[src/rtl/lbev_pkg.sv]
// ----------------------------------------------------------------------------
// lbev_pkg
// Shared constants, codes and controller/datapath types for the lidar
// bird's-eye-view grid builder.
// ----------------------------------------------------------------------------
package lbev_pkg;

  // grid geometry
  localparam int GRID_MAX   = 512;
  localparam int IDX_W      = $clog2(GRID_MAX);
  localparam int WID_W      = $clog2(GRID_MAX + 1);
  localparam int PIX_W      = 2 * IDX_W;
  localparam int SQ_W       = 2 * WID_W;
  localparam int ADDR_W     = PIX_W + 1;
  localparam int MEM_DEPTH  = 2 * GRID_MAX * GRID_MAX;

  // arithmetic constants
  localparam logic [16:0] ROOT_HALF_Q16 = 17'd46341;
  localparam logic [16:0] RECIP_25_Q17  = 17'd5243;
  localparam logic signed [39:0] RND_HALF = 40'sd32768;
  localparam logic signed [19:0] Z_LOW_Q10  = -20'sd2795;
  localparam logic signed [19:0] Z_HIGH_Q10 = 20'sd1300;
  localparam logic signed [31:0] Z_OFFSET_X100 = 32'sd279552;
  localparam logic [7:0] CODE_MAX = 8'd255;

  // register reset values
  localparam logic [9:0]  GRID_WIDTH_RST = 10'd512;
  localparam logic [15:0] BOUNDARY_RST   = 16'd51200;
  localparam logic [23:0] PPM_RST        = 24'd335544;

  // configuration register indexes
  typedef enum logic [2:0] {
    REG_ROTATE   = 3'd0,
    REG_BANK     = 3'd1,
    REG_WIDTH    = 3'd2,
    REG_BOUNDARY = 3'd3,
    REG_PPM      = 3'd4
  } cfg_reg_t;

  // request actions
  typedef enum logic [1:0] {
    ACT_CLEAR = 2'd0,
    ACT_POINT = 2'd1,
    ACT_TABLE = 2'd2,
    ACT_READ  = 2'd3
  } act_t;

  // datapath step commands
  typedef enum logic [4:0] {
    OP_NONE,
    OP_SQ,
    OP_CLR,
    OP_RY,
    OP_RX,
    OP_CHK,
    OP_Y0,
    OP_Y1,
    OP_X0,
    OP_X1,
    OP_HC,
    OP_ADR,
    OP_RDPIX,
    OP_UPD,
    OP_TBLW,
    OP_RCMP,
    OP_RTBL,
    OP_ROUT
  } dp_op_t;

  typedef struct packed {
    dp_op_t op;
    logic   latch;
  } dp_cmd_t;

  typedef struct packed {
    logic clr_last;
    logic in_range;
    logic slot_free;
  } dp_stat_t;

endpackage

[src/rtl/lbev_ctrl.sv]
// ----------------------------------------------------------------------------
// lbev_ctrl
// Sequencer: walks each request through the datapath steps of its action.
// ----------------------------------------------------------------------------
module lbev_ctrl (
  input  logic               clk,
  input  logic               rst,
  input  logic               in_valid,
  input  logic [1:0]         in_action,
  output logic               in_ready,
  output lbev_pkg::dp_cmd_t  cmd,
  input  lbev_pkg::dp_stat_t stat
);

  typedef enum logic [4:0] {
    S_IDLE, S_SQC, S_CLR, S_RY, S_RX, S_CHK, S_Y0, S_Y1, S_X0, S_X1,
    S_HC, S_ADR, S_RDPIX, S_UPD, S_TBLW, S_SQR, S_RCMP, S_RTBL, S_ROUT
  } state_t;

  state_t state;

  assign in_ready = (state == S_IDLE);

  // state register
  always_ff @(posedge clk) begin
    if (rst) begin
      state <= S_IDLE;
    end else begin
      case (state)
        S_IDLE: begin
          if (in_valid) begin
            case (lbev_pkg::act_t'(in_action))
              lbev_pkg::ACT_CLEAR: state <= S_SQC;
              lbev_pkg::ACT_POINT: state <= S_RY;
              lbev_pkg::ACT_TABLE: state <= S_TBLW;
              lbev_pkg::ACT_READ:  state <= S_SQR;
              default:             state <= S_IDLE;
            endcase
          end
        end
        S_SQC:   state <= S_CLR;
        S_CLR:   if (stat.clr_last) state <= S_IDLE;
        S_RY:    state <= S_RX;
        S_RX:    state <= S_CHK;
        S_CHK:   state <= S_Y0;
        S_Y0:    state <= stat.in_range ? S_Y1 : S_IDLE;
        S_Y1:    state <= S_X0;
        S_X0:    state <= S_X1;
        S_X1:    state <= S_HC;
        S_HC:    state <= S_ADR;
        S_ADR:   state <= S_RDPIX;
        S_RDPIX: state <= S_UPD;
        S_UPD:   state <= S_IDLE;
        S_TBLW:  state <= S_IDLE;
        S_SQR:   state <= S_RCMP;
        S_RCMP:  state <= S_RTBL;
        S_RTBL:  state <= S_ROUT;
        S_ROUT:  if (stat.slot_free) state <= S_IDLE;
        default: state <= S_IDLE;
      endcase
    end
  end

  // step command for the datapath
  always_comb begin
    cmd.latch = in_valid && (state == S_IDLE);
    case (state)
      S_SQC, S_SQR: cmd.op = lbev_pkg::OP_SQ;
      S_CLR:   cmd.op = lbev_pkg::OP_CLR;
      S_RY:    cmd.op = lbev_pkg::OP_RY;
      S_RX:    cmd.op = lbev_pkg::OP_RX;
      S_CHK:   cmd.op = lbev_pkg::OP_CHK;
      S_Y0:    cmd.op = lbev_pkg::OP_Y0;
      S_Y1:    cmd.op = lbev_pkg::OP_Y1;
      S_X0:    cmd.op = lbev_pkg::OP_X0;
      S_X1:    cmd.op = lbev_pkg::OP_X1;
      S_HC:    cmd.op = lbev_pkg::OP_HC;
      S_ADR:   cmd.op = lbev_pkg::OP_ADR;
      S_RDPIX: cmd.op = lbev_pkg::OP_RDPIX;
      S_UPD:   cmd.op = lbev_pkg::OP_UPD;
      S_TBLW:  cmd.op = lbev_pkg::OP_TBLW;
      S_RCMP:  cmd.op = lbev_pkg::OP_RCMP;
      S_RTBL:  cmd.op = lbev_pkg::OP_RTBL;
      S_ROUT:  cmd.op = stat.slot_free ? lbev_pkg::OP_ROUT : lbev_pkg::OP_NONE;
      default: cmd.op = lbev_pkg::OP_NONE;
    endcase
  end

endmodule

[config.mk]
export PLATFORM = sky130hd
export DESIGN_NAME = lbev_ctrl
export DESIGN_NICKNAME = d
export VERILOG_FILES = /design/src/rtl/lbev_pkg.sv /design/src/rtl/lbev_ctrl.sv
export SDC_FILE = /design/constraint.sdc
export NUM_CORES = 1
export LEC_CHECK = 0
export ABC_AREA = 1
export BUFFER_PORTS_ARGS = -buffer_cell sky130_fd_sc_hd__buf_2
export CORE_AREA = 3 3 40 42
export CTS_BUF_LIST = sky130_fd_sc_hd__clkbuf_4 sky130_fd_sc_hd__clkbuf_8
export CTS_CLUSTER_SIZE = 25
export DETAILED_ROUTE_END_ITERATION = 16
export DIE_AREA = 0 0 43 45
export PLACE_DENSITY_LB_ADDON = 0.3
export SYNTH_ARGS = -nofsm -noshare
export SYNTH_HDL_FRONTEND = slang
export SYNTH_SLANG_ARGS = --single-unit
[constraint.sdc]
create_clock -name clk -period 1 [get_ports clk]
set_input_delay 0.1 -clock clk [delete_from_list [all_inputs] [get_ports clk]]
set_output_delay 0.1 -clock clk [all_outputs]
set_load 0.05 [all_outputs]
==> impl_metrics.env, run 1 <==
export IMPL_grtUsageMet2=0.3952
export IMPL_cts_inserted_buffers=3
export IMPL_largest_register_ffs=5
export IMPL_ctsHoldBuffers=0
export IMPL_cap_violations=0
export IMPL_drc=0
export IMPL_finalWorstSetupSlack_ns=-0.5267
export IMPL_synth_cell_area_um2=515.5
export IMPL_fin_crit_ns=1.527
export IMPL_start_kind="flop"
export IMPL_tritoncts="yes"
export IMPL_synth_nets=101
export IMPL_netSwitchingFraction=0.5292
export IMPL_yosys_warnings=0
export IMPL_via_per_inst=5.287
export IMPL_rsz0062_at_grt="true"
export IMPL_grt_busiest_layer="met2"
export IMPL_area_delta_synth_final_pct=116.0
export IMPL_routed_wl_um=2360
export IMPL_antenna_left=0
export IMPL_worstPathArrival_ns=1.43
export IMPL_start_util=0.4012
export IMPL_dr_pass1_iters=4
export IMPL_pwr_share_seq=0.136
export IMPL_slew_headroom=0.8322
export IMPL_post_route_util=0.8666
export IMPL_cts_root_buffer="clkbuf_4"
export IMPL_die_x_um=43
export IMPL_grt_pass1_wl_um=3077
export IMPL_skew_ns=0.006196
export IMPL_crit_slowest_cell="dfxtp_4"
export IMPL_seq_area_frac_synth=0.1942
export IMPL_portBuffers=14
export IMPL_end_kind="output pin"
export IMPL_wire_per_inst_um=15.03
export IMPL_maxSlewViolCount=0
export IMPL_grt_start_max_net_pins=8
export IMPL_yosysUniqueCellTypes=21
export IMPL_grt_pass1_vias=743
export IMPL_chipHeight_um=45
export IMPL_synth_cells=93
export IMPL_p_per_area_nw_per_um2=3350
export IMPL_path_buf_inv=4
export IMPL_clock_power_share=0.069
export IMPL_violations="setup timing"
export IMPL_fmax_ghz=0.6550
export IMPL_largest_register="state"
export IMPL_clk_latency_ns=0.24
export IMPL_ir_drop_mv=2.253
export IMPL_dp_slack_ns=-0.3219
export IMPL_antenna_found_initial=0
export IMPL_cts_sinks=5
export IMPL_ys_ff_latch=5
export IMPL_vias=830
export IMPL_switchingPower_uw=1974
export IMPL_core_rowCount=13
export IMPL_gp_congestion=0.9123
export IMPL_nNetsFinal=151
export IMPL_grt_overflow=0
export IMPL_combPwrFrac=0.795
export IMPL_yosys_area_top_type="dfxtp_1"
export IMPL_core_area_um2=1285
export IMPL_worst_path_max_fanout=5
export IMPL_min_path_type="input pin to flop"
export IMPL_syn_mean_instance_area_um2=5.543
export IMPL_worst_pin_slew_ns=0.2512
export IMPL_power_internal_uw=1757
export IMPL_dp_hpwl_um=1454
export IMPL_drt_iter0_drc=13
export IMPL_grtUsageMet3=0.02789
export IMPL_setup_viol=12
export IMPL_hold_violations=0
export IMPL_dieArea_um2=1935
export IMPL_hold_slack_ns=0.07317
export IMPL_setup_tns_ns=-4.426
export IMPL_crit_chain="nand2_4, inv_2, nand2_1, o21ai_1, inv_1, o21ai_1, inv_1, nand4_1, buf_6"
export IMPL_io_pins=15
export IMPL_grt_usage=0.2157
export IMPL_htreeDepth=1
export IMPL_synth_area_leaders="dfxtp_1, nor2_1, nand2_1"
export IMPL_clk_pin_slew_ns=0.05
export IMPL_slowest_delay_ns=0.40
export IMPL_top_regs="state x5"
export IMPL_n_antenna_cell=0
export IMPL_p_leak_uw=0.0005401
export IMPL_grt_use_met1=0.2410
export IMPL_status="complete, but fails checks"
export IMPL_synth_top_area_share=0.1942
export IMPL_finalCritPeriodShare=1.527
export IMPL_crit_family="flip-flops"
export IMPL_cp_required_ns=0.90
export IMPL_drive_gt1_frac=0.6901
export IMPL_clock_path_buffers=2
export IMPL_path_class="flop to output pin"
==> metrics by stage <==
stage	cells	cell area (um^2)	power, uW
3_3_place_gp	149	887.1	2729
3_5_place_dp	149	887.1	2766
4_1_cts	156	1020	3405
2_1_floorplan	93	595.6	1941
5_1_grt	157	1114	3923
6_report	157	1114	3731
==> placed cells by master, fill, tap and decap left out, types with 3 or more instances in the layout <==
master and n:
nand2_2 6, a21oi_2 3, clkbuf_4 4, buf_6 8
nand2_1 12, nor2_1 15, nor2_4 7, buf_2 7
dfxtp_4 5, inv_2 5, inv_1 7, nand3_2 5
nor2_2 3, nand2_4 3, buf_4 29, a21oi_1 3
==> power groups by stage <==
stage	registers [uW]	logic, uW	clock network, uW
global route	514	3130	275
CTS	473	2670	261
detailed placement	414	2350	0
finish	506	2970	257
floorplan	401	1540	0
global placement	409	2320	0
==> area by class of cell <==
cell class | instances | area, um^2
Multi-Input combinational cell | 73 | 521.8
Timing Repair Buffer | 45 | 357.8
Fill cell | 70 | 171.4
Sequential cell | 5 | 118.9
Inverter | 15 | 66.31
Clock buffer | 4 | 30.03
Tap cell | 15 | 18.77
==> synthesized netlist by cell type <==
cell	instances
dfxtp_1	5
a21oi_1	6
nand3_1	7
o2111ai_1	1
a31oi_1	1
nand2_1	18
inv_2	3
inv_4	1
nand4_1	2
a21oi_2	1
inv_1	11
nor2_1	20
nor3_1	1
nand3_2	1
o21ai_0	4
o311ai_0	1
nor2_2	4
or2_2	1
nand3b_1	1
nand2_2	3
nor2_4	1
==> worst paths after layout <==
path	from	end	slack, ns	cells past startpoint
setup / recovery	state[2]	cmd[1]	-0.53	9
hold / removal	rst	state[1]	0.07	2
setup reg to reg	state[3]	state[1]	-0.34	10
hold reg to reg	state[1]	state[3]	0.76	4
==> logic make-up after synthesis <==
logic type,Yosys count,synth area share
simple gates,59,0.5315
buf+inv,15,0.1141
compound gates,14,0.1602
flops,5,0.1942
==> routing by layer <==
metal  vias up  wire length, um
li1        397                -
met2        30             1247
met3         8               82
met5         -                0
met4         0               54
met1       395              975
==> what timing repair did <==
| item | in CTS | in global routing |
|---|---|---|
| pin swaps | 3 | 10 |
| endpoints found under the hold margin | 0 | 0 |
| endpoints found under the setup margin | 12 | 12 |
| setup buffers | 3 | 2 |
| resized for setup | 26 | 20 |
No activity file was read; power rests on OpenSTA's default activity.
==> run 2, diff against run 1 <==
--- a/config.mk
+++ b/config.mk
@@ -5,10 +5,11 @@
 export SDC_FILE = /design/constraint.sdc
 export NUM_CORES = 1
 export LEC_CHECK = 0
-export ABC_AREA = 1
+export ABC_AREA = 0
 export BUFFER_PORTS_ARGS = -buffer_cell sky130_fd_sc_hd__buf_2
 export CORE_AREA = 3 3 40 42
 export CTS_BUF_LIST = sky130_fd_sc_hd__clkbuf_4 sky130_fd_sc_hd__clkbuf_8
+export CTS_CLUSTER_DIAMETER = 150
 export CTS_CLUSTER_SIZE = 25
 export DETAILED_ROUTE_END_ITERATION = 16
 export DIE_AREA = 0 0 43 45
==> constraint.sdc (replaced) <==
create_clock -name clk -period 1.6 [get_ports clk]
set_input_delay 0.16 -clock clk [delete_from_list [all_inputs] [get_ports clk]]
set_output_delay 0.16 -clock clk [all_outputs]
set_load 0.05 [all_outputs]
==> run 2 against run 1 <==
Effect of this change:
- the flow now finishes without violations
- hold slack better by 0.034 ns
- cell area shrank 21%
- combinational power decreased by 40%
- global-route usage is 0.33 points lower
- register-to-register slack gained 0.50 ns
- critical path depth down 4
- clock skew down 0.0056 ns
- via count is 13% lower
- non-clock buffer count shrank 20
- synthesized area rose by 14%
- sequential share of layout area rose by 1.7 points
- core utilization is 18 points lower
- highest routed layer unchanged
==> impl_metrics.env, run 2 <==
export IMPL_status="finished, final reports clean"
export IMPL_ctsHoldBuffers=0
export IMPL_grt_usage=0.2123
export IMPL_ys_ff_latch=5
export IMPL_async_reset_ff_frac=0
export IMPL_chipHeight_um=45
export IMPL_grt_pass1_wl_um=3077
export IMPL_fillers=107
export IMPL_worstPathArrival_ns=1.42
export IMPL_r2r_setup_slack_ns=0.16
export IMPL_synth_ff_type="dfxtp_1"
export IMPL_min_to="state[1]"
export IMPL_portBuffers=14
export IMPL_power_uw=2226
export IMPL_die_x_um=43
export IMPL_tritoncts="yes"
export IMPL_cts_sinks=5
export IMPL_r2r_end="state[1]"
export IMPL_clk_pin_slew_ns=0.04
export IMPL_vias=720
export IMPL_seq_area_frac_synth=0.1699
export IMPL_clock_path_buffers=2
export IMPL_cap_violations=0
export IMPL_design_area_um2=879.6
export IMPL_r2r_start="state[3]"
export IMPL_nNetsFinal=115
export IMPL_core_area_um2=1285
export IMPL_dpl_instance_area_um2=754.5
export IMPL_dp_slack_ns=0.1113
export IMPL_yosys_warnings=0
export IMPL_drive_gt1_frac=0.5189
export IMPL_synth_top_area_share=0.1699
export IMPL_dr_pass1_iters=4
export IMPL_antenna_left=0
export IMPL_io_pins=15
export IMPL_grt_pass1_vias=663
export IMPL_hold_slack_ns=0.1070
export IMPL_setup_viol=0
export IMPL_cts_inserted_buffers=3
export IMPL_synth_nets=91
export IMPL_synth_area_leaders="dfxtp_1, a21oi_1, nand2_1"
export IMPL_worst_pin_slew_ns=0.3497
export IMPL_drc=0
export IMPL_area_delta_synth_final_pct=49.26
export IMPL_synth_cells=83
export IMPL_syn_mean_instance_area_um2=7.100
export IMPL_largest_register="state"
export IMPL_skew_ns=0.0005964
export IMPL_top_regs="state x5"
export IMPL_holdPathStages=2
export IMPL_synth_edff_count=0
export IMPL_start_kind="flop"
export IMPL_htreeDepth=1
export IMPL_slew_headroom=0.7650
export IMPL_yosys_area_top_type="dfxtp_1"
export IMPL_post_route_util=0.6845
export IMPL_gp_congestion=0.8653
export IMPL_end_kind="output pin"
export IMPL_final_common_cell="buf_4"
export IMPL_fmax_ghz=0.6345
export IMPL_antenna_found_initial=0
export IMPL_min_path_type="input pin to flop"
export IMPL_p_per_area_nw_per_um2=2531
export IMPL_dieArea_um2=1935
export IMPL_wire_per_inst_um=15.19
export IMPL_cp_required_ns=1.44
export IMPL_crit_slowest_cell="dfxtp_2"
export IMPL_final_cell_mix="buf_4, nand2_1, a21oi_1, buf_2, clkbuf_4"
export IMPL_finalWorstSetupSlack_ns=0.02390
export IMPL_n_antenna_cell=0
export IMPL_largest_register_ffs=5
export IMPL_synth_cell_area_um2=589.3
export IMPL_drt_iter0_drc=14
export IMPL_grt_start_max_net_pins=17
export IMPL_hold_violations=0
export IMPL_core_rowCount=13
export IMPL_start_util=0.4586
export IMPL_grt_overflow=0
export IMPL_cts_root_buffer="clkbuf_4"
export IMPL_dp_hpwl_um=1340
export IMPL_finalCritPeriodShare=0.9851
export IMPL_crit_chain="nor2_4, nand2_1, mux2_4, o32ai_4, buf_6"
export IMPL_min_from="rst"
export IMPL_clk_latency_ns=0.25
export IMPL_path_class="flop to output pin"
export IMPL_fin_crit_ns=1.576
export IMPL_via_per_inst=5.950
export IMPL_p_leak_uw=0.0003500
export IMPL_yosysUniqueCellTypes=36
export IMPL_maxSlewViolCount=0
export IMPL_reg2reg_depth=5
export IMPL_routed_wl_um=1838
export IMPL_synth_common_cells="a21oi_1, nand2_1, nor2_1, o21ai_0, dfxtp_1"
export IMPL_ir_drop_mv=1.940
export IMPL_worst_path_max_fanout=5
export IMPL_slowest_delay_ns=0.33
run 2: cell count changes after synthesis, sizes merged, moves of 3 or more:
cell    before  now
a211oi       0    3
nand2       21    9
nand2b       0    4
nor2        25    7
nand3        8    4
inv         15    2
nor3         1    4
buf          0    6
run 2: worst max path at each step:
| stage | from | end | slack, ns | cells past startpoint |
|---|---|---|---|---|
| finish | state[1] | cmd[3] | 0.02 | 5 |
| global route | state[1] | cmd[3] | -0.01 | 5 |
| CTS | state[1] | cmd[3] | 0.0001 | 4 |
| detailed placement | state[0] | cmd[3] | 0.11 | 5 |
| global placement | state[0] | cmd[3] | 0.13 | 5 |
| floorplan | state[0] | cmd[3] | -0.03 | 5 |
run 2: kinds of logic (layout without fill, tap and decap cells):
kind of cell,count (synthesis),in the layout,synth area share
muxes,1,1,0.01911
and+or+nand+nor,38,38,0.3418
AOI/OAI and AO/OA,31,31,0.3864
buffers and inverters,8,31,0.08279
DFF,5,5,0.1699
run 2: per-layer routing:
layer	track usage	wire length [um]	vias up
met1	0.2747	792	336
met5	0	0	-
li1	-	-	352
met2	0.3563	910	26
met4	0.1145	55	0
met3	0.01195	80	6
run 2: through the flow:
stage          setup TNS (ns)  std cells
2_1_floorplan        -0.04714         83
3_3_place_gp                0        114
3_5_place_dp                0        114
4_1_cts                     0        118
5_1_grt              -0.01113        121
6_report                    0        121
run 2: cell type report:
class | count | area [um^2] | area share
clock buffer | 4 | 30.03 | 0.03414
inverter | 2 | 7.507 | 0.008535
multi-input combinational | 70 | 519.2 | 0.5903
sequential | 5 | 108.9 | 0.1238
tap | 15 | 18.77 | 0.02134
timing repair buffer | 25 | 195.2 | 0.2219
run 2: power by group:
group	switching, uW	internal [uW]	total, uW
registers	84.1	188	272
clock network	57.0	112	169
logic	1070	720	1790
total	1210	1020	2230
run 2: worst max-delay path: cells and delay by family, from the launching register on:
family / cells / cell delay (ns)
flops: 1 / 0.33
mux: 1 / 0.27
simple gates: 2 / 0.25
buf+inv: 1 / 0.19
compound gates: 1 / 0.12
run 2: what timing repair did:
item                                    CTS  global route
pin swaps                                 0             1
gates resized for setup                  14            12
endpoints found under the setup margin    6             6
buffers inserted                          0             3
==> run 3, diff against run 2 <==
--- a/config.mk
+++ b/config.mk
@@ -13,6 +13,7 @@
 export CTS_CLUSTER_SIZE = 25
 export DETAILED_ROUTE_END_ITERATION = 16
 export DIE_AREA = 0 0 43 45
+export GPL_TIMING_DRIVEN = 0
 export PLACE_DENSITY_LB_ADDON = 0.3
 export SYNTH_ARGS = -nofsm -noshare
 export SYNTH_HDL_FRONTEND = slang
==> run 3 against run 2 <==
Effect of this change:
- first-iteration DRC count increased by 93%
- worst setup slack improved by 0.0040 ns
- clock power barely moved
- register-to-register slack worse by 0.04 ns
- die area unchanged
- combinational power increased by 9%
- clock skew up 0.0062 ns
- clock-buffer cell count unchanged
- via count rose by 7.6%
- fmax increased by 0.25%
- critical endpoint is now cmd[2]
- largest cell class unchanged
==> impl_metrics.env, run 3 (same netlist as run 2, synthesis figures left out) <==
export IMPL_status="finished, final reports clean"
export IMPL_clock_path_buffers=2
export IMPL_dieArea_um2=1935
export IMPL_ir_drop_mv=2.154
export IMPL_grt_overflow=0
export IMPL_cp_required_ns=1.44
export IMPL_design_area_um2=952.2
export IMPL_gp_congestion=0.8999
export IMPL_die_x_um=43
export IMPL_htreeDepth=1
export IMPL_grt_pass1_vias=656
export IMPL_end_kind="output pin"
export IMPL_io_pins=15
export IMPL_antenna_found_initial=0
export IMPL_grt_usage=0.1947
export IMPL_p_leak_uw=0.0003798
export IMPL_p_per_area_nw_per_um2=2540
export IMPL_grt_start_max_net_pins=11
export IMPL_n_antenna_cell=0
export IMPL_cap_violations=0
export IMPL_nNetsFinal=120
export IMPL_rsz0062_at_grt="true"
export IMPL_top_regs="state x5"
export IMPL_portBuffers=14
export IMPL_vias=775
export IMPL_post_route_util=0.7410
export IMPL_slew_headroom=0.7899
export IMPL_start_kind="flop"
export IMPL_largest_register_ffs=5
export IMPL_drc=0
export IMPL_finalCritPeriodShare=0.9826
export IMPL_final_cell_mix="buf_4, a21oi_1, nand2_1, buf_2, buf_6"
export IMPL_drive_gt1_frac=0.5315
export IMPL_fin_crit_ns=1.572
export IMPL_dpl_instance_area_um2=723.2
export IMPL_final_common_cell="buf_4"
export IMPL_power_uw=2419
export IMPL_min_path_type="input pin to flop"
export IMPL_chipHeight_um=45
export IMPL_tritoncts="yes"
export IMPL_worst_pin_slew_ns=0.3127
export IMPL_reg2reg_depth=6
export IMPL_via_per_inst=6.151
export IMPL_grt_pass1_wl_um=2835
export IMPL_area_delta_synth_final_pct=61.57
export IMPL_routed_wl_um=1907
export IMPL_clk_pin_slew_ns=0.05
export IMPL_largest_register="state"
export IMPL_holdPathStages=2
export IMPL_path_class="flop to output pin"
export IMPL_maxSlewViolCount=0
export IMPL_clk_latency_ns=0.25
export IMPL_skew_ns=0.006776
export IMPL_cts_sinks=5
export IMPL_dr_pass1_iters=4
export IMPL_dp_hpwl_um=1177
export IMPL_start_util=0.4586
export IMPL_cts_inserted_buffers=3
export IMPL_drt_iter0_drc=27
export IMPL_fmax_ghz=0.6361
export IMPL_hold_slack_ns=0.09416
export IMPL_antenna_left=0
export IMPL_setup_viol=0
export IMPL_worstPathArrival_ns=1.41
export IMPL_worst_path_max_fanout=6
export IMPL_core_rowCount=13
export IMPL_hold_violations=0
export IMPL_cts_root_buffer="clkbuf_4"
export IMPL_wire_per_inst_um=15.13
export IMPL_r2r_setup_slack_ns=0.12
export IMPL_core_area_um2=1285
[run 3: changes by cell type in the layout (fill, tap and decap cells not counted), sizes merged]
cell,delta
buf,+6
clkbuf,-1
[run 3: power breakdown]
group          internal, uW  total, uW  switching, uW
registers               200        293           93.4
logic                   860       1960           1100
clock network           111        168           56.2
[run 3: worst paths after layout]
path / startpoint / end
max: state[3] / cmd[2]
min: rst / state[1]
max reg2reg: state[3] / state[1]
min reg2reg: state[0] / state[0]
[run 3: layout make-up]
| type | count | area, um^2 |
|---|---|---|
| well taps | 15 | 18.77 |
| plain buffers | 5 | 63.81 |
| flip-flops and latches | 5 | 118.9 |
| inverters | 2 | 12.51 |
| fillers | 93 | 332.8 |
| clock buffers | 4 | 30.03 |
| multi-input cells | 70 | 521.8 |
| repair buffers | 25 | 186.4 |
[run 3: critical path, stage by stage (launching register included)]
cell and delay, ns:
dfxtp_4 0.36, buf_6 0.13, inv_1 0.12, and3_4 0.21
nor2_1 0.05, o21ai_2 0.12, buf_6 0.17
[run 3: per-layer routing]
layer | wire [um] | track usage
met5 | 0 | 0
met4 | 26 | 0.06627
met3 | 123 | 0.04781
met2 | 943 | 0.3263
met1 | 814 | 0.2452
[run 3: per-stage QoR]
step / instances / setup TNS [ns] / setup WS (ns)
CTS: 123 / -0.001126 / -0.001126
global route: 126 / -0.05520 / -0.02259
floorplan: 83 / -0.04714 / -0.03167
global placement: 112 / -0.1996 / -0.09481
detailed placement: 112 / -0.2885 / -0.1128
finish: 126 / 0 / 0.02789
[run 3: repair_timing]
item / CTS / global route
gates resized for setup: 25 / 19
hold buffers: 0 / 0
setup endpoints to repair: 7 / 6
setup buffers: 7 / 4
pin swaps: 2 / 1
